==> config.mk <==
export PLATFORM = sky130hd
export DESIGN_NAME = nmea_gga_rmc_parser
export DESIGN_NICKNAME = d
export VERILOG_FILES = /design/src/rtl/ngp_pkg.sv /design/src/rtl/ngp_front.sv /design/src/rtl/ngp_deg_conv.sv /design/src/rtl/ngp_back.sv /design/src/rtl/nmea_gga_rmc_parser.sv
export SDC_FILE = /design/constraint.sdc
export NUM_CORES = 2
export LEC_CHECK = 0
export ABC_AREA = 0
export ABC_CLOCK_PERIOD_IN_PS = 12700
export CORE_ASPECT_RATIO = 1.25
export CORE_MARGIN = 2
export CORE_UTILIZATION = 45
export CTS_BUF_LIST = sky130_fd_sc_hd__clkbuf_2
export CTS_CLUSTER_DIAMETER = 200
export DETAILED_ROUTE_END_ITERATION = 7
export DONT_BUFFER_PORTS = 1
export GPL_ROUTABILITY_DRIVEN = 0
export PLACE_DENSITY = 0.67
export SETUP_SLACK_MARGIN = 0.5
export SLEW_MARGIN = 25
export SYNTH_ARGS = -nofsm -noshare
export SYNTH_HDL_FRONTEND = slang
export SYNTH_SLANG_ARGS = --single-unit
==> constraint.sdc <==
create_clock -name clk -period 12.7 [get_ports clk]
set_input_delay 0 -clock clk [delete_from_list [all_inputs] [get_ports clk]]
set_output_delay 0 -clock clk [all_outputs]
set_load 0.01 [all_outputs]
==> src/rtl/ngp_pkg.sv <==
// Shared types and constants of the NMEA GGA/RMC sentence parser.
package ngp_pkg;

	// Depth of the beat queue between the front and the back; a power of two.
	localparam int QDEPTH = 4;

	localparam logic [7:0] CH_DOLLAR = 8'h24;
	localparam logic [7:0] CH_CR     = 8'h0D;
	localparam logic [7:0] CH_LF     = 8'h0A;
	localparam logic [7:0] CH_COMMA  = 8'h2C;
	localparam logic [7:0] CH_DOT    = 8'h2E;
	localparam logic [7:0] CH_STAR   = 8'h2A;
	localparam logic [7:0] CH_ZERO   = 8'h30;
	localparam logic [7:0] CH_NINE   = 8'h39;
	localparam logic [7:0] CH_UA     = 8'h41;
	localparam logic [7:0] CH_UF     = 8'h46;
	localparam logic [7:0] CH_UC     = 8'h43;
	localparam logic [7:0] CH_UG     = 8'h47;
	localparam logic [7:0] CH_UM     = 8'h4D;
	localparam logic [7:0] CH_UR     = 8'h52;
	localparam logic [7:0] CH_US     = 8'h53;
	localparam logic [7:0] CH_UW     = 8'h57;

	// Integer part of a field number saturates here.
	localparam logic [19:0] NUM_SAT = 20'd999999;

	typedef enum logic [2:0] {
		C_DOLLAR,
		C_EOL,
		C_COMMA,
		C_DIGIT,
		C_DOT,
		C_OTHER
	} cls_t;

	typedef enum logic [2:0] {
		EV_NONE,
		EV_GGA,
		EV_RMC,
		EV_BAD,
		EV_OTHER
	} ev_t;

	// One queued beat, already classified by the front.
	typedef struct packed {
		logic       restart;
		logic [7:0] ch;
		cls_t       cls;
		logic [3:0] dig;
	} beat_t;

	// Result of one beat as handed to the output port.
	typedef struct packed {
		logic               done;
		ev_t                event_res;
		logic [6:0]         hour;
		logic [6:0]         minute;
		logic [6:0]         second;
		logic signed [24:0] latitude;
		logic signed [25:0] longitude;
		logic [3:0]         fix_quality;
		logic [6:0]         satellites;
		logic [6:0]         day;
		logic [6:0]         month;
		logic [6:0]         year;
	} res_t;

endpackage

==> src/rtl/ngp_front.sv <==
// Front of the parser: classifies incoming bytes and queues them for the back.
module ngp_front (
	input  logic          clk,
	input  logic          arst_n,
	input  logic          in_valid,
	output logic          in_ready,
	input  logic          in_cmd,
	input  logic [7:0]    in_byte,
	output logic          head_valid,
	output ngp_pkg::beat_t head,
	input  logic          pop
);

	localparam int AW = $clog2(ngp_pkg::QDEPTH);

	ngp_pkg::beat_t mem_q [ngp_pkg::QDEPTH];
	logic [AW-1:0]  wr_q;
	logic [AW-1:0]  rd_q;
	logic [AW:0]    cnt_q;
	ngp_pkg::beat_t nb;
	logic           push;

	always_comb begin
		nb.restart = in_cmd;
		nb.ch      = in_byte;
		nb.dig     = 4'(in_byte - ngp_pkg::CH_ZERO);
		case (in_byte) inside
			ngp_pkg::CH_DOLLAR:                 nb.cls = ngp_pkg::C_DOLLAR;
			ngp_pkg::CH_CR, ngp_pkg::CH_LF:     nb.cls = ngp_pkg::C_EOL;
			ngp_pkg::CH_COMMA:                  nb.cls = ngp_pkg::C_COMMA;
			[ngp_pkg::CH_ZERO:ngp_pkg::CH_NINE]: nb.cls = ngp_pkg::C_DIGIT;
			ngp_pkg::CH_DOT:                    nb.cls = ngp_pkg::C_DOT;
			default:                            nb.cls = ngp_pkg::C_OTHER;
		endcase
	end

	assign in_ready   = cnt_q != (AW+1)'(ngp_pkg::QDEPTH);
	assign head_valid = cnt_q != '0;
	assign push       = in_valid & in_ready;
	assign head       = mem_q[rd_q];

	always_ff @(posedge clk) begin
		if (push) begin
			mem_q[wr_q] <= nb;
		end
	end

	always_ff @(posedge clk or negedge arst_n) begin
		if (!arst_n) begin
			wr_q  <= '0;
			rd_q  <= '0;
			cnt_q <= '0;
		end else begin
			if (push) begin
				wr_q <= wr_q + 1'b1;
			end
			if (pop) begin
				rd_q <= rd_q + 1'b1;
			end
			if (push && !pop) begin
				cnt_q <= cnt_q + 1'b1;
			end else if (pop && !push) begin
				cnt_q <= cnt_q - 1'b1;
			end
		end
	end

endmodule

==> src/rtl/ngp_deg_conv.sv <==
// Six-stage pipeline that turns a ddmm.mmm field into degrees times 100000.
module ngp_deg_conv (
	input  logic        clk,
	input  logic        arst_n,
	input  logic        start,
	input  logic [19:0] int_part,
	input  logic [9:0]  frac_part,
	input  logic [1:0]  frac_digits,
	input  logic        is_lon,
	output logic        busy,
	output logic        res_valid,
	output logic [24:0] res
);

	localparam logic [24:0] LAT_RAW_MAX = 25'd9059999;
	localparam logic [24:0] LON_RAW_MAX = 25'd18059999;
	// floor(2^37 / 100000), the quotient estimate is low by at most one.
	localparam logic [20:0] RECIP_1E5   = 21'd1374389;
	// ceil(2^21 / 3), exact for the values seen here.
	localparam logic [19:0] RECIP_3     = 20'd699051;
	localparam logic [16:0] TEN_5       = 17'd100000;

	logic [5:0]  v_q;
	logic [24:0] raw_s1, raw_s2;
	logic [7:0]  q_s2, q_s3, q_s4;
	logic [17:0] r_s3;
	logic [16:0] r_s4;
	// Minutes part times 10/6 reaches 166665, which needs 18 bits.
	logic [17:0] y_s5;
	logic [24:0] qh_s5, res_s6;

	logic [6:0]  scale;
	logic [29:0] raw_full;
	logic [24:0] limit;
	logic [45:0] qprod;
	logic [24:0] qmul;
	logic [18:0] r5;
	logic [38:0] yprod;

	always_comb begin
		case (frac_digits)
			2'd1:    scale = 7'd100;
			2'd2:    scale = 7'd10;
			2'd3:    scale = 7'd1;
			default: scale = 7'd0;
		endcase
		raw_full = 30'(int_part) * 30'd1000 + 30'(frac_part) * 30'(scale);
		limit    = is_lon ? LON_RAW_MAX : LAT_RAW_MAX;
		qprod    = 46'(raw_s1) * 46'(RECIP_1E5);
		qmul     = 25'(q_s2) * 25'(TEN_5);
		r5       = 19'(r_s4) + {r_s4, 2'b00};
		yprod    = 39'(r5) * 39'(RECIP_3);
	end

	always_ff @(posedge clk) begin
		raw_s1 <= (raw_full > 30'(limit)) ? limit : raw_full[24:0];
		raw_s2 <= raw_s1;
		q_s2   <= qprod[44:37];
		r_s3   <= 18'(raw_s2 - qmul);
		q_s3   <= q_s2;
		if (r_s3 >= 18'(TEN_5)) begin
			q_s4 <= q_s3 + 8'd1;
			r_s4 <= 17'(r_s3 - 18'(TEN_5));
		end else begin
			q_s4 <= q_s3;
			r_s4 <= r_s3[16:0];
		end
		y_s5   <= yprod[38:21];
		qh_s5  <= 25'(q_s4) * 25'(TEN_5);
		res_s6 <= qh_s5 + 25'(y_s5);
	end

	always_ff @(posedge clk or negedge arst_n) begin
		if (!arst_n) begin
			v_q <= '0;
		end else begin
			v_q <= {v_q[4:0], start};
		end
	end

	assign busy      = |v_q;
	assign res_valid = v_q[5];
	assign res       = res_s6;

endmodule

==> src/rtl/ngp_back.sv <==
// Back of the parser: sentence state, field accumulation, checksum and commit.
module ngp_back #(
	parameter int MAX_LEN = 128
) (
	input  logic           clk,
	input  logic           arst_n,
	input  logic           head_valid,
	input  ngp_pkg::beat_t head,
	output logic           pop,
	output logic           m_valid,
	input  logic           m_ready,
	output ngp_pkg::res_t  res
);

	localparam int PW = $clog2(MAX_LEN + 1);

	typedef enum logic [1:0] {K_PEND, K_GGA, K_RMC, K_OTHER} kind_t;
	typedef enum logic [1:0] {M_INT, M_FRAC, M_STOP} mode_t;

	function automatic logic [6:0] bcd2(input logic [7:0] b);
		logic [6:0] hi;
		hi = {3'b000, b[7:4]};
		return (hi << 3) + (hi << 1) + {3'b000, b[3:0]};
	endfunction

	function automatic logic is_hex(input logic [7:0] c);
		return (c >= ngp_pkg::CH_ZERO && c <= ngp_pkg::CH_NINE) ||
		       (c >= ngp_pkg::CH_UA && c <= ngp_pkg::CH_UF);
	endfunction

	function automatic logic [3:0] hex_val(input logic [7:0] c);
		return (c <= ngp_pkg::CH_NINE) ? 4'(c - ngp_pkg::CH_ZERO)
		                               : 4'(c - ngp_pkg::CH_UA + 8'd10);
	endfunction

	// Sentence state.
	logic          in_sent_q, nx_in_sent;
	logic [PW-1:0] pos_q, nx_pos;
	logic [4:0]    field_q, nx_field;
	logic [7:0]    xr_q, nx_xr;
	logic [7:0]    rc0_q, rc1_q, rc2_q, nx_rc0, nx_rc1, nx_rc2;
	kind_t         kind_q, nx_kind;
	logic [6:0]    th_q, tm_q, ts_q, nx_th, nx_tm, nx_ts;
	logic [23:0]   lat_q, nx_lat;
	logic [24:0]   lon_q, nx_lon;
	logic [1:0]    hemi_q, nx_hemi;
	logic [3:0]    fixa_q, nx_fixa;
	logic [6:0]    sata_q, nx_sata;
	logic [6:0]    dd_q, dm_q, dy_q, nx_dd, nx_dm, nx_dy;
	logic          dnz_q, nx_dnz;
	// Number reader of the current field.
	logic [19:0]   ival_q, nx_ival;
	logic [23:0]   bcd_q, nx_bcd;
	logic [9:0]    frac_q, nx_frac;
	logic [1:0]    fd_q, nx_fd;
	mode_t         mode_q, nx_mode;
	logic          gga_q, rmc_q, nx_gga, nx_rmc;
	// Committed values.
	logic [6:0]         ch_q, cm_q, cs_q, nx_ch, nx_cm, nx_cs;
	logic signed [24:0] clat_q, nx_clat;
	logic signed [25:0] clon_q, nx_clon;
	logic [3:0]         cfix_q, nx_cfix;
	logic [6:0]         csat_q, nx_csat;
	logic [6:0]         cday_q, cmon_q, cyr_q, nx_cday, nx_cmon, nx_cyr;
	ngp_pkg::ev_t       ev_q, nx_ev;
	logic               out_valid_q;

	// Field-end view of the accumulators.
	logic [6:0]  fe_th, fe_tm, fe_ts, fe_dd, fe_dm, fe_dy, fe_sata;
	logic [23:0] fe_lat;
	logic [24:0] fe_lon;
	logic [3:0]  fe_fixa;
	logic        fe_dnz;

	logic        done_now, active, need_conv, conv_start;
	logic        conv_busy, conv_valid, conv_done_q;
	logic [24:0] conv_res, conv_res_q;
	logic [23:0] int10;
	logic [7:0]  sum;
	logic        ck_ok, do_clr;
	logic [PW-1:0] pos_inc;

	ngp_deg_conv u_conv (
		.clk         (clk),
		.arst_n      (arst_n),
		.start       (conv_start),
		.int_part    (ival_q),
		.frac_part   (frac_q),
		.frac_digits (fd_q),
		.is_lon      (field_q == 5'd4),
		.busy        (conv_busy),
		.res_valid   (conv_valid),
		.res         (conv_res)
	);

	assign done_now  = gga_q & rmc_q;
	assign active    = !head.restart && !done_now;
	assign need_conv = head_valid && active && in_sent_q &&
	                   (head.cls == ngp_pkg::C_COMMA || head.cls == ngp_pkg::C_EOL) &&
	                   (field_q == 5'd2 || field_q == 5'd4);
	assign conv_start = need_conv && !conv_done_q && !conv_busy;
	assign pop = head_valid && (!out_valid_q || m_ready) && (!need_conv || conv_done_q);

	always_comb begin
		fe_th = th_q; fe_tm = tm_q; fe_ts = ts_q;
		fe_lat = lat_q; fe_lon = lon_q;
		fe_fixa = fixa_q; fe_sata = sata_q;
		fe_dd = dd_q; fe_dm = dm_q; fe_dy = dy_q; fe_dnz = dnz_q;
		case (field_q)
			5'd1: begin
				fe_th = bcd2(bcd_q[23:16]);
				fe_tm = bcd2(bcd_q[15:8]);
				fe_ts = bcd2(bcd_q[7:0]);
			end
			5'd2: fe_lat = conv_res_q[23:0];
			5'd4: fe_lon = conv_res_q;
			5'd6: fe_fixa = (ival_q > 20'd15) ? 4'd15 : ival_q[3:0];
			5'd7: fe_sata = (ival_q > 20'd99) ? 7'd99 : ival_q[6:0];
			5'd9: begin
				fe_dd  = bcd2(bcd_q[23:16]);
				fe_dm  = bcd2(bcd_q[15:8]);
				fe_dy  = bcd2(bcd_q[7:0]);
				fe_dnz = ival_q != '0;
			end
			default: ;
		endcase
	end

	always_comb begin
		nx_in_sent = in_sent_q; nx_pos = pos_q; nx_field = field_q; nx_xr = xr_q;
		nx_rc0 = rc0_q; nx_rc1 = rc1_q; nx_rc2 = rc2_q; nx_kind = kind_q;
		nx_th = th_q; nx_tm = tm_q; nx_ts = ts_q; nx_lat = lat_q; nx_lon = lon_q;
		nx_hemi = hemi_q; nx_fixa = fixa_q; nx_sata = sata_q;
		nx_dd = dd_q; nx_dm = dm_q; nx_dy = dy_q; nx_dnz = dnz_q;
		nx_ival = ival_q; nx_bcd = bcd_q; nx_frac = frac_q; nx_fd = fd_q; nx_mode = mode_q;
		nx_gga = gga_q; nx_rmc = rmc_q;
		nx_ch = ch_q; nx_cm = cm_q; nx_cs = cs_q; nx_clat = clat_q; nx_clon = clon_q;
		nx_cfix = cfix_q; nx_csat = csat_q; nx_cday = cday_q; nx_cmon = cmon_q;
		nx_cyr = cyr_q;
		nx_ev = ngp_pkg::EV_NONE;
		do_clr = 1'b0;
		pos_inc = pos_q + 1'b1;
		int10 = ({4'd0, ival_q} << 3) + ({4'd0, ival_q} << 1) + 24'(head.dig);
		sum = xr_q ^ rc0_q ^ rc1_q ^ rc2_q;
		ck_ok = (pos_q >= PW'(4)) && (rc0_q == ngp_pkg::CH_STAR) &&
		        is_hex(rc1_q) && is_hex(rc2_q) && (sum == {hex_val(rc1_q), hex_val(rc2_q)});

		if (head.restart) begin
			nx_gga = 1'b0;
			nx_rmc = 1'b0;
			nx_in_sent = 1'b0;
			do_clr = 1'b1;
		end else if (!done_now) begin
			case (head.cls)
				ngp_pkg::C_DOLLAR: begin
					do_clr = 1'b1;
					nx_in_sent = 1'b1;
				end
				ngp_pkg::C_EOL: begin
					if (in_sent_q) begin
						nx_th = fe_th; nx_tm = fe_tm; nx_ts = fe_ts;
						nx_lat = fe_lat; nx_lon = fe_lon;
						nx_fixa = fe_fixa; nx_sata = fe_sata;
						nx_dd = fe_dd; nx_dm = fe_dm; nx_dy = fe_dy; nx_dnz = fe_dnz;
						if (!ck_ok) begin
							nx_ev = ngp_pkg::EV_BAD;
						end else if (kind_q == K_GGA) begin
							nx_ch = fe_th; nx_cm = fe_tm; nx_cs = fe_ts;
							nx_clat = hemi_q[0] ? -$signed({1'b0, fe_lat}) : $signed({1'b0, fe_lat});
							nx_clon = hemi_q[1] ? -$signed({1'b0, fe_lon}) : $signed({1'b0, fe_lon});
							nx_cfix = fe_fixa;
							nx_csat = fe_sata;
							if (fe_fixa != '0) begin
								nx_gga = 1'b1;
							end
							nx_ev = ngp_pkg::EV_GGA;
						end else if (kind_q == K_RMC) begin
							if (fe_dnz) begin
								nx_cday = fe_dd; nx_cmon = fe_dm; nx_cyr = fe_dy;
								nx_rmc = 1'b1;
								nx_ev = ngp_pkg::EV_RMC;
							end
						end else begin
							nx_ev = ngp_pkg::EV_OTHER;
						end
					end
					nx_in_sent = 1'b0;
				end
				default: begin
					if (in_sent_q) begin
						if (head.cls == ngp_pkg::C_COMMA) begin
							nx_th = fe_th; nx_tm = fe_tm; nx_ts = fe_ts;
							nx_lat = fe_lat; nx_lon = fe_lon;
							nx_fixa = fe_fixa; nx_sata = fe_sata;
							nx_dd = fe_dd; nx_dm = fe_dm; nx_dy = fe_dy; nx_dnz = fe_dnz;
							if (field_q == '0) begin
								if (kind_q == K_PEND && pos_q == PW'(6) &&
								    rc0_q == ngp_pkg::CH_UG && rc1_q == ngp_pkg::CH_UG &&
								    rc2_q == ngp_pkg::CH_UA) begin
									nx_kind = K_GGA;
								end else if (kind_q == K_PEND && pos_q == PW'(6) &&
								             rc0_q == ngp_pkg::CH_UR && rc1_q == ngp_pkg::CH_UM &&
								             rc2_q == ngp_pkg::CH_UC) begin
									nx_kind = K_RMC;
								end else begin
									nx_kind = K_OTHER;
								end
							end
							if (field_q != 5'd31) begin
								nx_field = field_q + 5'd1;
							end
							nx_ival = '0; nx_bcd = '0; nx_frac = '0; nx_fd = '0;
							nx_mode = M_INT;
						end else begin
							if (pos_q == PW'(1) && head.ch != ngp_pkg::CH_UG) begin
								nx_kind = K_OTHER;
							end
							if (rc2_q == ngp_pkg::CH_COMMA) begin
								if (field_q == 5'd3 && head.ch == ngp_pkg::CH_US) begin
									nx_hemi[0] = 1'b1;
								end
								if (field_q == 5'd5 && head.ch == ngp_pkg::CH_UW) begin
									nx_hemi[1] = 1'b1;
								end
							end
							if (mode_q != M_STOP) begin
								if (head.cls == ngp_pkg::C_DIGIT) begin
									if (mode_q == M_INT) begin
										if (int10 > 24'(ngp_pkg::NUM_SAT)) begin
											nx_ival = ngp_pkg::NUM_SAT;
											nx_bcd  = 24'h999999;
										end else begin
											nx_ival = int10[19:0];
											nx_bcd  = {bcd_q[19:0], head.dig};
										end
									end else if (fd_q != 2'd3) begin
										nx_frac = (frac_q << 3) + (frac_q << 1) + 10'(head.dig);
										nx_fd   = fd_q + 2'd1;
									end
								end else if (head.cls == ngp_pkg::C_DOT && mode_q == M_INT) begin
									nx_mode = M_FRAC;
								end else begin
									nx_mode = M_STOP;
								end
							end
						end
						nx_xr = xr_q ^ head.ch;
						nx_rc0 = rc1_q; nx_rc1 = rc2_q; nx_rc2 = head.ch;
						nx_pos = pos_inc;
						if (pos_inc >= PW'(MAX_LEN)) begin
							nx_in_sent = 1'b0;
						end
					end
				end
			endcase
		end

		if (do_clr) begin
			nx_pos = (head.cls == ngp_pkg::C_DOLLAR && !head.restart) ? PW'(1) : '0;
			nx_field = '0; nx_xr = '0; nx_rc0 = '0; nx_rc1 = '0; nx_rc2 = '0;
			nx_kind = K_PEND;
			nx_th = '0; nx_tm = '0; nx_ts = '0; nx_lat = '0; nx_lon = '0;
			nx_dd = '0; nx_dm = '0; nx_dy = '0; nx_dnz = 1'b0;
			nx_hemi = '0; nx_fixa = '0; nx_sata = '0;
			nx_ival = '0; nx_bcd = '0; nx_frac = '0; nx_fd = '0; nx_mode = M_INT;
		end
	end

	always_ff @(posedge clk or negedge arst_n) begin
		if (!arst_n) begin
			in_sent_q <= 1'b0; pos_q <= '0; field_q <= '0; xr_q <= '0;
			rc0_q <= '0; rc1_q <= '0; rc2_q <= '0; kind_q <= K_PEND;
			th_q <= '0; tm_q <= '0; ts_q <= '0; lat_q <= '0; lon_q <= '0;
			hemi_q <= '0; fixa_q <= '0; sata_q <= '0;
			dd_q <= '0; dm_q <= '0; dy_q <= '0; dnz_q <= 1'b0;
			ival_q <= '0; bcd_q <= '0; frac_q <= '0; fd_q <= '0; mode_q <= M_INT;
			gga_q <= 1'b0; rmc_q <= 1'b0;
			ch_q <= '0; cm_q <= '0; cs_q <= '0; clat_q <= '0; clon_q <= '0;
			cfix_q <= '0; csat_q <= '0; cday_q <= '0; cmon_q <= '0; cyr_q <= '0;
			ev_q <= ngp_pkg::EV_NONE;
			out_valid_q <= 1'b0;
			conv_done_q <= 1'b0;
			conv_res_q  <= '0;
		end else begin
			if (conv_valid) begin
				conv_done_q <= 1'b1;
				conv_res_q  <= conv_res;
			end
			if (pop) begin
				conv_done_q <= 1'b0;
				in_sent_q <= nx_in_sent; pos_q <= nx_pos; field_q <= nx_field; xr_q <= nx_xr;
				rc0_q <= nx_rc0; rc1_q <= nx_rc1; rc2_q <= nx_rc2; kind_q <= nx_kind;
				th_q <= nx_th; tm_q <= nx_tm; ts_q <= nx_ts; lat_q <= nx_lat; lon_q <= nx_lon;
				hemi_q <= nx_hemi; fixa_q <= nx_fixa; sata_q <= nx_sata;
				dd_q <= nx_dd; dm_q <= nx_dm; dy_q <= nx_dy; dnz_q <= nx_dnz;
				ival_q <= nx_ival; bcd_q <= nx_bcd; frac_q <= nx_frac; fd_q <= nx_fd;
				mode_q <= nx_mode;
				gga_q <= nx_gga; rmc_q <= nx_rmc;
				ch_q <= nx_ch; cm_q <= nx_cm; cs_q <= nx_cs; clat_q <= nx_clat;
				clon_q <= nx_clon; cfix_q <= nx_cfix; csat_q <= nx_csat;
				cday_q <= nx_cday; cmon_q <= nx_cmon; cyr_q <= nx_cyr;
				ev_q <= nx_ev;
				out_valid_q <= 1'b1;
			end else if (m_ready) begin
				out_valid_q <= 1'b0;
			end
		end
	end

	assign m_valid = out_valid_q;

	always_comb begin
		res.done        = gga_q & rmc_q;
		res.event_res   = ev_q;
		res.hour        = ch_q;
		res.minute      = cm_q;
		res.second      = cs_q;
		res.latitude    = clat_q;
		res.longitude   = clon_q;
		res.fix_quality = cfix_q;
		res.satellites  = csat_q;
		res.day         = cday_q;
		res.month       = cmon_q;
		res.year        = cyr_q;
	end

	a_conv_once: assert property (@(posedge clk) disable iff (!arst_n)
		conv_start |-> !conv_done_q)
		else $error("coordinate conversion started twice for one beat");

	a_pop_guard: assert property (@(posedge clk) disable iff (!arst_n)
		pop |-> (!need_conv || conv_done_q))
		else $error("field end consumed before its conversion finished");

	a_restart_clears: assert property (@(posedge clk) disable iff (!arst_n)
		(pop && head.restart) |=> (!gga_q && !rmc_q))
		else $error("restart did not clear the received flags");

	a_seen_hold: assert property (@(posedge clk) disable iff (!arst_n)
		!pop |=> ($stable(gga_q) && $stable(rmc_q)))
		else $error("received flags changed without a beat");

	a_pos_bound: assert property (@(posedge clk) disable iff (!arst_n)
		in_sent_q |-> (pos_q < PW'(MAX_LEN)))
		else $error("open sentence beyond the buffer length");

endmodule

==> src/rtl/nmea_gga_rmc_parser.sv <==
// Top level of the NMEA GGA/RMC sentence parser.
//
// The block takes one serial byte per input beat and returns exactly one result
// beat for each input beat. A sentence runs from '$' to CR or LF and counts only
// when it ends in '*' and two uppercase hex digits that match the XOR of the
// bytes after '$'. A good $G?GGA commits time, signed coordinates (degrees times
// 100000, negative for south and west), fix quality and satellites; a good $G?RMC
// with a nonzero date commits day, month and year. Once a fixed GGA and a dated
// RMC have both been seen, done is set and bytes are ignored until a restart
// beat (tuser high). A sentence of MAX_LEN characters or more is dropped.
// Beats pass one per clock while the result port is ready. The exception is the
// byte that closes the second or the fourth field (a comma or the line end): it
// waits while the six-stage coordinate conversion pipeline runs, so any sentence
// that gets past its fourth field waits on two conversions, whatever its type.
// A four-beat queue between the byte classifier and the sentence engine takes
// up to three more beats during such a wait before the input stalls, and an
// output register lets the engine run ahead of a stalled result port by one
// beat. There is no clearing pass after reset.
module nmea_gga_rmc_parser #(
	parameter int MAX_LEN = 128
) (
	input  logic         clk,
	input  logic         arst_n,
	input  logic         s_tvalid,
	output logic         s_tready,
	input  logic [7:0]   s_tdata,   // [7:0] rx_byte
	input  logic [0:0]   s_tuser,   // [0] cmd: 0 byte, 1 restart
	output logic         m_tvalid,
	input  logic         m_tready,
	// [0] done_res, [3:1] event_res, [10:4] hour, [17:11] minute,
	// [24:18] second, [49:25] latitude, [75:50] longitude,
	// [79:76] fix_quality, [86:80] satellites, [93:87] day,
	// [100:94] month, [107:101] year, [111:108] zero
	output logic [111:0] m_tdata
);

	logic           head_valid;
	logic           pop;
	ngp_pkg::beat_t head;
	ngp_pkg::res_t  res;

	ngp_front u_front (
		.clk        (clk),
		.arst_n     (arst_n),
		.in_valid   (s_tvalid),
		.in_ready   (s_tready),
		.in_cmd     (s_tuser[0]),
		.in_byte    (s_tdata),
		.head_valid (head_valid),
		.head       (head),
		.pop        (pop)
	);

	ngp_back #(
		.MAX_LEN (MAX_LEN)
	) u_back (
		.clk        (clk),
		.arst_n     (arst_n),
		.head_valid (head_valid),
		.head       (head),
		.pop        (pop),
		.m_valid    (m_tvalid),
		.m_ready    (m_tready),
		.res        (res)
	);

	// Pack the result fields, first field in the lowest bits.
	assign m_tdata = {4'b0000, res.year, res.month, res.day, res.satellites,
	                  res.fix_quality, res.longitude, res.latitude, res.second,
	                  res.minute, res.hour, res.event_res, res.done};

endmodule
==> flow_summary.yaml <==
outcome:
  outcome: "finished clean"
global_routing:
  grtUsageTotal_pct: 19.9
  grt_pass1_wl_um: 183000
  grt_max_degree: 360
  gr-total-overflow: 0
  grt_pass1_vias: 35800
  antenna_found_initial: 4
worst_hold_path:
  min_path_type: "input pin to flip-flop"
  worst_hold_startpoint: "s_tdata[7]"
critical_path:
  crit_cells: 36
  endpoint: "u_back.u_conv.raw_s1[19]"
  worst_path_max_delay_cell: "fa_1"
  crit_path_start: "u_back.bcd_q[0]"
  start_kind: "flip-flop"
  end_kind: "flip-flop"
  critPathMaxStageDelay_ns: 0.71
  cp_top_family: "adder cells"
  rr_startpoint: "u_back.bcd_q[0]"
  worst-path-buf-inv: 3
  reg2reg_depth: 36
  crit_type: "flip-flop to flip-flop"
  worst_ep_arrival_time_ns: 11.00
  required_ns: 13.91
  reg2reg_to: "u_back.u_conv.raw_s1[19]"
  r2r_slack_ns: 2.91
  crit_path_max_fanout: 25
sta:
  fin_ws_ns: 2.91
  slew_violations: 0
  period_share_pct: 77.1
  finalSetupViolations: 0
  hold_violations: 0
  skew_ns: 0.128
  rsz0062_at_grt: "false"
  max_freq_ghz: 0.102
  post-route-min-period_ns: 9.79
  setup_tns_ns: 0
  tightest_slew_ns: 0.932
  relSlewSlack_pct: 37.9
layout:
  areaGrowthSynthToFinish_pct: 7.04
  final_nets: 6216
  drive_above_1_share_pct: 6.57
  regArea_um2: 13700
  multi_input_area_um2: 32400
  fillers: 10200
routing:
  drcViolationCount: 0
  vias: 34300
  drtPass1Iterations: 8
  wl_per_cell_um: 16.7
  drt_iter0_markers: 1893
  routed_via_density: 5.23
  wirelength_um: 109000
  ant_nets: 0
logic_synthesis:
  synth_mux_area_share_pct: 3.20
  yosys.area_share.simple_pct: 8.95
  synth-xor-area-share_pct: 4.96
  synthFlopType: "dfrtp_1"
  synthAdderAreaFrac_pct: 37.4
  netlist_area_um2: 49600
  ys_seq_area_share_pct: 27.7
  synthCells: 4904
  syn_area_per_cell_um2: 10.1
  synth_edf_count: 48
  synth_top_family_by_area: "adder cells"
  ys_seq_elements: 572
  synth.distinct_cells: 96
  synth-async-reset-ratio_pct: 62.8
  synth_compound_area_share_pct: 10.7
  yosysWarnings: 0
cts:
  root_buffer: "clkbuf_2"
  cts_buffers: 138
  cts_buffer_depth: 3
  clkLatencyLatePin_ns: 1.41
  cts_max_level: 4
  cts_sinks: 572
  cts.clk_slew.worst_paths_ns: 0.11
  cts_tree: "yes"
place:
  place_ws_ns: 2.96
  hpwlAfterDp_um: 85300
  portBuffers: 0
die:
  die_height_um: 375
  start_util_pct: 45.2
  ios: 127
  die_w_um: 301
  rows: 136
  die_area_um2: 113000
  coreArea_um2: 110000
job:
  max-cap-violations: 0
==> layer usage <==
layer,up-vias,share of wire [%],wire (µm),global-route usage [%]
li1,16600,-,-,-
met1,16800,42,45700,24.4
met2,707,51,55400,35.1
met3,191,4.3,4640,3.38
met4,4,3.1,3390,7.03
met5,-,0.025,27,0
==> worst min-delay path by stage <==
| stage | endpoint | slack, ns | depth (start not counted) |
|---|---|---|---|
| finish | u_front.mem_q[1][4] | 0.16 | 4 |
| global route | u_front.mem_q[1][4] | 0.07 | 4 |
| CTS | u_front.mem_q[1][4] | 0.007 | 4 |
| detailed placement | u_back.rc0_q[7] | -0.29 | 0 |
| global placement | u_back.rc0_q[6] | -0.28 | 0 |
| floorplan | u_back.bcd_q[0] | -0.30 | 0 |
==> cell type report <==
type / count / area share, %
Sequential cell: 572 / 25.9
Inverter: 808 / 5.71
Multi-Input combinational cell: 3410 / 61.1
Clock buffer: 192 / 1.81
Tap cell: 1449 / 3.42
Antenna cell: 6 / 0.0283
Clock inverter: 46 / 0.752
Timing Repair Buffer: 68 / 1.30
==> cells in the mapped netlist, types with 48 or more instances <==
library cell  instances  area share (%)
xor2_1               91             1.6
dfrtp_1             359              18
nand2_1             411             3.1
edfxtp_1             48             2.9
mux2i_1              86             1.7
fa_1                460              19
nor3_1               61            0.62
o31ai_1              76             1.2
a22o_1               50            0.88
ha_1                745              19
o21ai_0             267             2.7
a21oi_1             151             1.5
clkbuf_1             87            0.66
nand3_1              74            0.75
dfxtp_1             165             6.7
nor2_1              192             1.5
a21o_1               75             1.1
inv_1               807             6.1
xnor2_1             184             3.3
==> state kept, by name, summed over array words and instances, names as in the netlist, 19 cells and up <==
signal                count
u_front.mem_q            48
u_back.clon_q            26
u_back.clat_q            25
u_back.conv_res_q        25
u_back.lon_q             25
u_back.u_conv.raw_s1     25
u_back.u_conv.res        25
u_back.bcd_q             24
u_back.lat_q             24
u_back.u_conv.qh_s5      20
u_back.ival_q            19
==> through the flow <==
| stage | instances | instance area, µm² | hold slack, ns | util (%) |
|---|---|---|---|---|
| final | 6551 | 53100 | 0.162 | 48.4 |
| after global routing | 6549 | 53100 | 0.0676 | 48.4 |
| after CTS | 6542 | 53000 | 0.00724 | 48.4 |
| after detailed placement | 6264 | 51200 | -0.287 | 46.7 |
| after global placement | 6264 | 51200 | -0.279 | 46.7 |
| after floorplan | 4907 | 49600 | -0.296 | - |
==> what timing repair did <==
action                                  CTS  global route
endpoints found under the hold margin   582            43
endpoints found under the setup margin    0             0
gates resized for setup                   0             0
setup buffers                             0             0
hold buffers                             40             1
==> worst reg2reg max path: cells and delay by family (launching register included) <==
kind / cells / cell delay [ns]
AO/OA/AOI/OAI: 15 / 2.57
buffers and inverters: 3 / 0.14
flip-flops: 1 / 0.64
AND/OR/NAND/NOR: 5 / 1.17
XOR/XNOR: 3 / 0.64
multiplexers: 1 / 0.43
adder cells (fa/ha/maj): 9 / 4.07
==> placed cells by master, fill, tap and decap left out, types with 12 or more instances in the layout <==
cell / Yosys / routed
a21boi_0: 12 / 12
a21o_1: 75 / 75
a21oi_1: 151 / 150
a22o_1: 50 / 50
a31oi_1: 33 / 33
and2_1: 32 / 32
and3_1: 25 / 25
buf_4: 6 / 25
clkbuf_2: 0 / 192
clkinv_1: 1 / 24
dfrtp_1: 359 / 359
dfxtp_1: 165 / 165
dlygate4sd3_1: 0 / 39
edfxtp_1: 48 / 48
fa_1: 460 / 460
ha_1: 745 / 745
inv_1: 807 / 807
mux2_2: 34 / 34
mux2i_1: 86 / 86
nand2_1: 411 / 410
nand2b_1: 38 / 37
nand3_1: 74 / 74
nand4_1: 34 / 34
nor2_1: 192 / 190
nor2b_1: 26 / 26
nor3_1: 61 / 59
o21a_1: 19 / 19
o21ai_0: 267 / 266
o21bai_1: 19 / 19
o22ai_1: 18 / 18
o31ai_1: 76 / 76
xnor2_1: 184 / 184
xor2_1: 91 / 91
==> cell families after synthesis <==
kind of cell | Yosys count
XOR/XNOR | 277
buffers and inverters | 925
adder cells (fa/ha/maj) | 1205
multiplexers | 137
other | 1
AO/OA/AOI/OAI | 826
flip-flops | 572
AND/OR/NAND/NOR | 961
Power is left out: the tool's default activity adds up to more than one toggle a clock period on the data nets, which glitch-free logic cannot reach.
